**src/hw/rtl/crc8fr_pkg.sv**
```systemverilog
`default_nettype none

package crc8fr_pkg;

  localparam int unsigned MaxFrame = 64;
  localparam int unsigned MinFrame = 4;

  localparam logic [1:0] FUNC_BYTE    = 2'd0;
  localparam logic [1:0] FUNC_SEL_ON  = 2'd1;
  localparam logic [1:0] FUNC_SEL_OFF = 2'd2;

  localparam logic [1:0] REG_START_BYTE    = 2'd0;
  localparam logic [1:0] REG_CRC_POLY      = 2'd1;
  localparam logic [1:0] REG_CRC_REFLECTED = 2'd2;

  localparam logic [1:0] STATUS_OK      = 2'd0;
  localparam logic [1:0] STATUS_CRC_ERR = 2'd1;
  localparam logic [1:0] STATUS_BAD_LEN = 2'd2;

  localparam logic       KIND_BODY      = 1'b0;
  localparam logic       KIND_FRAME_END = 1'b1;

  localparam logic [7:0] START_BYTE_RST    = 8'h2a;
  localparam logic [7:0] CRC_POLY_RST      = 8'h31;
  localparam logic       CRC_REFLECTED_RST = 1'b1;

  typedef enum logic [3:0] {
    MODE_INACTIVE = 4'b0001,
    MODE_LISTEN   = 4'b0010,
    MODE_RECEIVE  = 4'b0100,
    MODE_RESPOND  = 4'b1000
  } link_mode_e;

  typedef struct packed {
    logic [1:0] func;
    logic [7:0] rx_byte;
  } in_beat_t;

  typedef struct packed {
    logic       kind;
    logic [7:0] data_byte;
    logic [7:0] type_byte;
    logic [7:0] length_byte;
    logic [1:0] status;
  } out_beat_t;

  function automatic logic [7:0] bit_rev8(input logic [7:0] v);
    logic [7:0] r;
    for (int i = 0; i < 8; i++) begin
      r[i] = v[7 - i];
    end
    return r;
  endfunction

  function automatic logic [7:0] crc8_next(input logic [7:0] crc_in,
                                           input logic [7:0] b,
                                           input logic [7:0] poly,
                                           input logic       reflected);
    logic [7:0] c;
    logic [7:0] rp;
    c  = crc_in ^ b;
    rp = bit_rev8(poly);
    for (int i = 0; i < 8; i++) begin
      if (reflected) begin
        c = c[0] ? ((c >> 1) ^ rp) : (c >> 1);
      end else begin
        c = c[7] ? ((c << 1) ^ poly) : (c << 1);
      end
    end
    return c;
  endfunction

endpackage

`default_nettype wire

```
**src/hw/rtl/crc8_frame_receiver_top.sv**
```systemverilog
// a result beat is registered on the output in the cycle after its input beat is accepted
// throughput: one input beat per cycle; input is held only while a result waits unread
// the per-byte crc8 update and frame counter logic sit combinationally before the output register
// reset: asynchronous active low, link inactive, counters zero, registers at defaults
`default_nettype none

module crc8_frame_receiver_top (
  input  wire logic                  clk_i,
  input  wire logic                  rst_ni,
  input  wire logic                  in_valid_i,
  output logic                       in_ready_o,
  input  wire crc8fr_pkg::in_beat_t  in_data_i,
  output logic                       out_valid_o,
  input  wire logic                  out_ready_i,
  output crc8fr_pkg::out_beat_t      out_data_o,
  input  wire logic                  cfg_we_i,
  input  wire logic [1:0]            cfg_index_i,
  input  wire logic [7:0]            cfg_wdata_i
);
  import crc8fr_pkg::*;

  logic [7:0] start_byte_q;
  logic [7:0] crc_poly_q;
  logic       crc_reflected_q;

  link_mode_e mode_q, mode_d;
  logic [7:0] byte_index_q, byte_index_d;
  logic [7:0] exp_len_q, exp_len_d;
  logic [7:0] type_q, type_d;
  logic [7:0] crc_q, crc_d;

  logic       out_valid_q;
  out_beat_t  out_data_q;

  logic       in_fire;
  logic       res_valid;
  out_beat_t  res;
  logic [7:0] crc_upd;
  logic [7:0] b;
  logic [8:0] pos_next;

  assign in_ready_o  = !out_valid_q || out_ready_i;
  assign in_fire     = in_valid_i && in_ready_o;
  assign out_valid_o = out_valid_q;
  assign out_data_o  = out_data_q;

  assign b        = in_data_i.rx_byte;
  assign crc_upd  = crc8_next(crc_q, b, crc_poly_q, crc_reflected_q);
  assign pos_next = {1'b0, byte_index_q} + 9'd1;

  always_ff @(posedge clk_i or negedge rst_ni) begin
    if (!rst_ni) begin
      start_byte_q    <= START_BYTE_RST;
      crc_poly_q      <= CRC_POLY_RST;
      crc_reflected_q <= CRC_REFLECTED_RST;
    end else if (cfg_we_i) begin
      unique case (cfg_index_i)
        REG_START_BYTE:    start_byte_q    <= cfg_wdata_i;
        REG_CRC_POLY:      crc_poly_q      <= cfg_wdata_i;
        REG_CRC_REFLECTED: crc_reflected_q <= cfg_wdata_i[0];
        default: ;
      endcase
    end
  end

  always_comb begin
    mode_d       = mode_q;
    byte_index_d = byte_index_q;
    exp_len_d    = exp_len_q;
    type_d       = type_q;
    crc_d        = crc_q;
    res_valid    = 1'b0;
    res          = '0;
    if (in_fire) begin
      unique case (in_data_i.func) inside
        FUNC_SEL_ON, FUNC_SEL_OFF: begin
          mode_d       = (in_data_i.func == FUNC_SEL_ON) ? MODE_LISTEN : MODE_INACTIVE;
          byte_index_d = '0;
          exp_len_d    = '0;
          type_d       = '0;
          crc_d        = '0;
        end
        FUNC_BYTE: begin
          unique case (mode_q)
            MODE_LISTEN: begin
              if (b == start_byte_q) begin
                exp_len_d    = '0;
                type_d       = '0;
                crc_d        = crc8_next(8'd0, b, crc_poly_q, crc_reflected_q);
                byte_index_d = 8'd1;
                mode_d       = MODE_RECEIVE;
              end
            end
            MODE_RECEIVE: begin
              crc_d = crc_upd;
              if (byte_index_q <= 8'd1) begin
                type_d       = b;
                byte_index_d = 8'd2;
              end else if (byte_index_q == 8'd2) begin
                exp_len_d = b;
                if (b < 8'(MinFrame) || b > 8'(MaxFrame)) begin
                  res_valid       = 1'b1;
                  res.kind        = KIND_FRAME_END;
                  res.type_byte   = type_q;
                  res.length_byte = b;
                  res.status      = STATUS_BAD_LEN;
                  mode_d          = MODE_LISTEN;
                  byte_index_d    = '0;
                  exp_len_d       = '0;
                  type_d          = '0;
                  crc_d           = '0;
                end else begin
                  byte_index_d = 8'd3;
                end
              end else if (pos_next >= {1'b0, exp_len_q}) begin
                res_valid       = 1'b1;
                res.kind        = KIND_FRAME_END;
                res.type_byte   = type_q;
                res.length_byte = exp_len_q;
                res.status      = (crc_upd != 8'd0) ? STATUS_CRC_ERR : STATUS_OK;
                mode_d          = (crc_upd != 8'd0) ? MODE_LISTEN : MODE_RESPOND;
                byte_index_d    = '0;
                exp_len_d       = '0;
                type_d          = '0;
                crc_d           = '0;
              end else begin
                res_valid     = 1'b1;
                res.kind      = KIND_BODY;
                res.data_byte = b;
                byte_index_d  = pos_next[7:0];
              end
            end
            default: ;
          endcase
        end
        default: ;
      endcase
    end
  end

  always_ff @(posedge clk_i or negedge rst_ni) begin
    if (!rst_ni) begin
      mode_q       <= MODE_INACTIVE;
      byte_index_q <= '0;
      exp_len_q    <= '0;
      type_q       <= '0;
      crc_q        <= '0;
      out_valid_q  <= 1'b0;
    end else begin
      mode_q       <= mode_d;
      byte_index_q <= byte_index_d;
      exp_len_q    <= exp_len_d;
      type_q       <= type_d;
      crc_q        <= crc_d;
      if (in_fire && res_valid) begin
        out_valid_q <= 1'b1;
      end else if (out_ready_i) begin
        out_valid_q <= 1'b0;
      end
    end
  end

  // result payload
  always_ff @(posedge clk_i) begin
    if (in_fire && res_valid) begin
      out_data_q <= res;
    end
  end

endmodule

`default_nettype wire

```
**config.mk**
```make
export PLATFORM = sky130hd
export DESIGN_NAME = crc8_frame_receiver_top
export DESIGN_NICKNAME = d
export VERILOG_FILES = /design/src/hw/rtl/crc8fr_pkg.sv /design/src/hw/rtl/crc8_frame_receiver_top.sv
export SDC_FILE = /design/constraint.sdc
export NUM_CORES = 1
export LEC_CHECK = 0
export ABC_AREA = 1
export BUFFER_PORTS_ARGS = -buffer_cell sky130_fd_sc_hd__buf_4
export CORE_MARGIN = 2
export CORE_UTILIZATION = 54
export CTS_BUF_LIST = sky130_fd_sc_hd__clkbuf_2
export DETAILED_ROUTE_END_ITERATION = 7
export MAX_ROUTING_LAYER = met4
export PLACE_DENSITY = 0.72
export REMOVE_ABC_BUFFERS = 1
export SLEW_MARGIN = 25
export SYNTH_ARGS = -nofsm -noshare
export SYNTH_HDL_FRONTEND = slang
export SYNTH_SLANG_ARGS = --single-unit
```
**constraint.sdc**
```tcl
create_clock -name clk_i -period 6.25 [get_ports clk_i]
set_input_delay 0.625 -clock clk_i [delete_from_list [all_inputs] [get_ports clk_i]]
set_output_delay 0.625 -clock clk_i [all_outputs]
set_load 0.02 [all_outputs]
```
# --- Word level (Yosys, flattened, before mapping) ---
# Cells that the tools add are included.
totals:
  latch_bits: 0
  out_inout_bits: 29
  regBits: 81
  mem_bits_ro: 0
  ram_bits: 0
  in_bits: 25
  n_memories: 0
  elab_cells: 215
op_classes:
  magnitude_cmp: 4
  mux: 125
  n_addsub: 1
  mul: 0
  bitwise: 36
  n_reduce_logical: 20
  div_mod_pow: 0
  eq_ne: 15
  shift: 0
ops:
  columns: ["cell", "n"]
  rows:
  - ["$mux 8", 93]
  - ["$xor 8x8->8", 17]
  - ["$pmux 8 s2", 8]
  - ["$xor 7x8->8", 16]
  - ["$mux 18", 3]
  - ["$mux 4", 6]
  - ["$pmux 4 s2", 2]
  - ["$reduce_and 6->1", 2]
  - ["$mux 1", 11]
  - ["$ne 5x5->1 const B", 2]
  - ["$add 8x1->9 const B", 1]
  - ["$ge 9x8->1", 1]
  - ["$eq 8x2->1 const B", 1]
  - ["$eq 8x8->1", 1]
  - ["$gt 8x7->1 const B", 1]
  - ["$le 8x1->1 const B", 1]
  - ["$lt 8x3->1 const B", 1]
  - ["$ne 4x4->1 const B", 2]
  - ["$reduce_bool 8->1", 1]
  - ["$reduce_and 7->1", 1]
  - ["$ne 3x3->1 const B", 2]
  - ["$reduce_and 2->1", 3]
  - ["$reduce_or 6->1", 1]
  - ["$eq 2x1->1 const B", 2]
  - ["other kinds (14)", 22]

# --- Longest topological paths before layout ---
depth:
  ltp_word: 55
  mapped_depth: 47
  ltp_nobuf: 45

# --- Worst setup path before layout ---
# OpenSTA, ideal clock, no wires.
synth_path:
  path_type: "input to register"
  startpoint: "input in_data_i[6] (netlist name)"
  endpoint: "register out_data_q, in the netlist out_data_o[0] (data pin)"
  setup_ns: 0.266
  required_time_ns: 5.984
  t_arrival_ns: 3.809
  path_slack_ns: 2.175
  stages: 39
  path_buffers: 3
  path_cell_list: "buf_4 -> inv_2 -> nand2_1 -> nand2_1 -> inv_1 -> nand2_1 -> nand2_2 -> nand2_4 -> nand3_1 -> nand2_1 -> nand2_4 -> a21oi_4 -> nand3_2 -> nand3_4 -> nand2_2 -> nor2_1 -> nand2_1 -> nand3_2 -> (+3 left out) -> nand3_1 -> nand2_2 -> inv_2 -> nand3_1 -> nand3_2 -> nand2_4 -> buf_6 -> nand2_1 -> nand2_1 -> nand3_1 -> nand2_2 -> inv_1 -> o21ai_1 -> nand3_1 -> nand2_1 -> nand2_1 -> nor2_2 -> a21oi_1"
synth_via:
  elab_chain_cells: 29
synth_rtl:
  columns: ["item", "line", "rtl"]
  rows:
  - ["from (decl)", "crc8_frame_receiver_top.sv:12", "input wire crc8fr_pkg::in_beat_t in_data_i,"]
  - ["$xor 8x8->8 *", "crc8fr_pkg.sv:61", "c = crc_in ^ b;"]
  - ["$xor 7x8->8 or $xor 8x8->8 (tied branches)", "crc8fr_pkg.sv:65, crc8fr_pkg.sv:67", null]
  - ["$mux 8 (on tied branches)", "crc8fr_pkg.sv:65, crc8fr_pkg.sv:67", null]
  - ["$mux 8 *", "crc8fr_pkg.sv:64", "if (reflected) begin"]
  - ["$xor 7x8->8 or $xor 8x8->8 (tied branches)", "crc8fr_pkg.sv:65, crc8fr_pkg.sv:67", null]
  - ["$mux 8 (on tied branches)", "crc8fr_pkg.sv:65, crc8fr_pkg.sv:67", null]
  - ["$mux 8 *", "crc8fr_pkg.sv:64", null]
  - ["$xor 7x8->8 or $xor 8x8->8 (tied branches)", "crc8fr_pkg.sv:65, crc8fr_pkg.sv:67", null]
  - ["(+13 left out)", null, null]
  - ["$mux 8 *", "crc8fr_pkg.sv:64", null]
  - ["$xor 7x8->8 or $xor 8x8->8 (tied branches)", "crc8fr_pkg.sv:65, crc8fr_pkg.sv:67", null]
  - ["$mux 8 (on tied branches)", "crc8fr_pkg.sv:65, crc8fr_pkg.sv:67", null]
  - ["$mux 8 *", "crc8fr_pkg.sv:64", null]
  - ["$reduce_bool 8->1 *", "crc8_frame_receiver_top.sv:120", "res.status = (crc_upd != 8'd0) ? STATUS_CRC_ERR : STATUS_OK;"]
  - ["$mux 1 *", "crc8_frame_receiver_top.sv:120", null]
  - ["$mux 18 *", "crc8_frame_receiver_top.sv:115", "end else if (pos_next >= {1'b0, exp_len_q}) begin"]
  - ["$mux 18 *", "crc8_frame_receiver_top.sv:99", "end else if (byte_index_q == 8'd2) begin"]
  - ["to (signal assigned)", "crc8_frame_receiver_top.sv:166", "out_data_q <= res;"]
  - ["to (decl)", "crc8_frame_receiver_top.sv:33", "out_beat_t out_data_q;"]
# Mark *: on every way between the ends. The rest lies on a longest branch, timed or not.
# A chain may end at the register's enable or synchronous reset.

# --- Worst setup path in the final report ---
layout_path:
  startpoint: "register crc_poly_q[3]"
  endpoint: "register out_data_q, in the netlist out_data_o[0] (data pin)"
layout_via:
  elab_chain_cells: 28
layout_rtl:
  columns: ["item", "line", "rtl"]
  rows:
  - ["from (decl)", "crc8_frame_receiver_top.sv:23", "logic [7:0] crc_poly_q;"]
  - ["from (signal assigned)", "crc8_frame_receiver_top.sv:59", "REG_CRC_POLY: crc_poly_q <= cfg_wdata_i;"]
  - ["$xor 8x8->8 or $xor 7x8->8 (tied branches)", "crc8fr_pkg.sv:67, crc8fr_pkg.sv:65", null]
  - ["$mux 8 (on tied branches)", "crc8fr_pkg.sv:67, crc8fr_pkg.sv:65", null]
  - ["$mux 8", "crc8fr_pkg.sv:64", null]
  - ["$xor 7x8->8 or $xor 8x8->8 (tied branches)", "crc8fr_pkg.sv:65, crc8fr_pkg.sv:67", null]
  - ["$mux 8 (on tied branches)", "crc8fr_pkg.sv:65, crc8fr_pkg.sv:67", null]
  - ["$mux 8", "crc8fr_pkg.sv:64", null]
  - ["$xor 7x8->8 or $xor 8x8->8 (tied branches)", "crc8fr_pkg.sv:65, crc8fr_pkg.sv:67", null]
  - ["$mux 8 (on tied branches)", "crc8fr_pkg.sv:65, crc8fr_pkg.sv:67", null]
  - ["(+12 left out)", null, null]
  - ["$mux 8", "crc8fr_pkg.sv:64", null]
  - ["$xor 7x8->8 or $xor 8x8->8 (tied branches)", "crc8fr_pkg.sv:65, crc8fr_pkg.sv:67", null]
  - ["$mux 8 (on tied branches)", "crc8fr_pkg.sv:65, crc8fr_pkg.sv:67", null]
  - ["$mux 8 *", "crc8fr_pkg.sv:64", null]
  - ["$reduce_bool 8->1 *", "crc8_frame_receiver_top.sv:120", null]
  - ["$mux 1 *", "crc8_frame_receiver_top.sv:120", null]
  - ["$mux 18 *", "crc8_frame_receiver_top.sv:115", null]
  - ["$mux 18 *", "crc8_frame_receiver_top.sv:99", null]
# Marks and branches as above.

==> metrics.yaml <==
yosys:
  syn_area_mm2: 0.0100
  yosys_register_bits: 81
  synth_top_area_frac: 0.193
  synth_cells: 1688
  synth_area_leaders: "nand3_1 (19%), nand2_1 (17%), dfrtp_1 (11%)"
  yosysTopAreaCell: "nand3_1"
  yosysWarningCount: 0
  synth_most_common_cell: "nand2_1"
  yosysUniqueCellTypes: 44
  syn_area_per_cell_um2: 5.94
  synthArstFlopShare: 0.667
  ys_top_cells_by_count: "nand2_1 (444), nand3_1 (386), inv_1 (158), o21ai_0 (138), nor2_1 (81)"
  synth_edf_count: 27
  synth_flop_cell: "dfrtp_1"
  synth.yosys.seq_area_share: 0.217
critical_path:
  cp_slowest_stage_delay_ps: 800
  critPathCaptureType: "register"
  path_buf_inv: 5
  cp_top_family: "simple AND/OR/NAND/NOR gates"
  crit_top_cell: "nand2_1"
  crit_arrival_ps: 5870
  cp.required_ps: 6590
  cpMaxStageDelayCell: "dfrtp_1"
  critical_path_peak_fanout: 18
  crit_type: "reg -> reg"
  worst_setup_path_start_kind: "register"
floorplan:
  fp-row-count: 49
  core_mm2: 0.0181
  io_pins: 54
  die_h_um: 140
  start_util: 0.555
  die_w_um: 140
  die_area_mm2: 0.0197
cts:
  ctsResizeCount: 0
  cts.sinks: 81
  clkTransAtPathRegs_ps: 270
  clock_latency_ps: 590
  hold_buffers: 0
  clock_path_buffers: 2
  cts_buffers: 9
  cts_tree: "done"
  htreeDepth: 3
  post_cts_buffers: 0
  clockRootBuffer: "clkbuf_2"
power:
  cellPowerDensity_mw_per_mm2: 335
  p_total_mw: 3.52
  vdd_drop_max_mv: 0.168
  p_leak_nw: 4.99
placement:
  dpl.cell_count: 1893
  port_buffers: 53
  post-place-ws_ps: 739
  hpwlAfterDp_um: 22000
  globalplace.congestion: 0.925
sta:
  fmax_ghz: 0.181
  tightest_slew_ps: 885
  fin_setup_tns_ps: 0
  rsz0062_at_grt: "no"
  setup_slack_ps: 719
  worst_clock_skew_ps: 39.8
  setup_viol: 0
  drv_slew: 0
  slew_headroom: 0.408
  min_period_over_period: 0.885
  fin_crit_ps: 5530
  hold_viol: 0
global_routing:
  grt_start_max_net_pins: 135
  grt_pass1_vias: 10166
  grt_usage: 0.333
  grt_pass1_wl_um: 52100
  grt-ovfl-total: 0
  antenna_found_initial: 1
detailed_routing:
  wl_per_cell_um: 16.8
  viasPerCell: 5.92
  dr.pass1.iters: 6
  postRouteAntennaNets: 0
  drtIter0Drc: 1180
  wirelength_um: 32100
  via_count: 11298
  drc: 0
layout:
  area_growth_pct: 4.68
  layout.cells.non_filler: 1910
  layout.nets: 1712
  post_route_cells_drive_above_1_share: 0.135
flow_run:
  maxCapViolCount: 0
outcome:
  status: "completed"
min_path:
  hold_class: "in -> async"
==> cell type report <==
type	instances	area (µm²)
clock buffer	9	45.0
multi-input combinational	1318	6600
inverter	191	719
fill	1831	7580
timing repair buffer	74	568
antenna	1	2.50
clock inverter	7	106
tap	229	287
sequential	81	2180
==> through the flow <==
step	hold slack [ps]	instance area, µm²	util
floorplan	329	9480	-
global placement	464	10300	0.572
detailed placement	469	10300	0.572
CTS	40.0	10500	0.580
global route	37.6	10500	0.581
finish	18.6	10500	0.581
==> registers in the layout, summed over array words and instances (netlist names) <==
register	cells
crc_poly_q	8
crc_reflected_q	1
type_q	8
mode_q	4
byte_index_q	8
crc_q	8
exp_len_q	8
out_valid_o	1
out_data_o	27
start_byte_q	8
==> power by group <==
part	internal [mW]	total (mW)	switching, mW
Combinational	0.746	2.52	1.77
Sequential	0.588	0.656	0.0680
Clock	0.141	0.349	0.208
Total	1.48	3.52	2.05
==> logic make-up (layout without fill, tap and decap cells) <==
logic type / Yosys count / count (layout) / share of synthesized area
xor gates and xnor gates: 22 / 22 / 0.0192
adders and majority gates: 12 / 12 / 0.0150
DFF: 81 / 81 / 0.217
and+or+nand+nor: 1027 / 1027 / 0.479
other: 0 / 1 / 0
buffers and inverters: 289 / 281 / 0.126
AOI/OAI and AO/OA: 257 / 257 / 0.145
==> placed cells by master (no fill, tap or decap), types with 5 or more instances in the layout <==
cell type / instances
nor3_1: 9
buf_4: 73
nor2_2: 12
o22ai_1: 13
xor2_1: 11
nand3_2: 20
o31ai_1: 10
nand2_2: 38
a21oi_1: 33
edfxtp_1: 27
inv_1: 158
inv_2: 27
nand2_1: 444
o21ai_1: 37
xnor2_1: 11
nor2_1: 80
nand4_1: 16
nand2_4: 14
o21ai_2: 7
clkbuf_2: 9
nand3_1: 386
o21ai_0: 138
dfstp_2: 7
ha_1: 12
clkinv_1: 5
dfrtp_1: 46
==> path summary, 6_finish.rpt <==
path,slack [ps],cells after the start,endpoint,start
worst min-delay path,20,1,start_byte_q[0],rst_ni
max in group asynchronous,5730,1,mode_q[3],rst_ni
min in group clk_i,230,3,start_byte_q[1],cfg_wdata_i[1]
worst max-delay path,720,35,out_data_o[0],crc_poly_q[3]
worst max register to register,720,35,out_data_o[0],crc_poly_q[3]
worst min register to register,500,2,mode_q[0],mode_q[0]
==> per-layer routing <==
metal,up-vias,track usage,part of all wire
li1,5572,-,-
met4,0,0.133,0.034
met1,5105,0.428,0.41
met5,-,-,0
met3,93,0.0403,0.088
met2,528,0.535,0.47
Note: power is estimated with default switching activity, not from simulation.
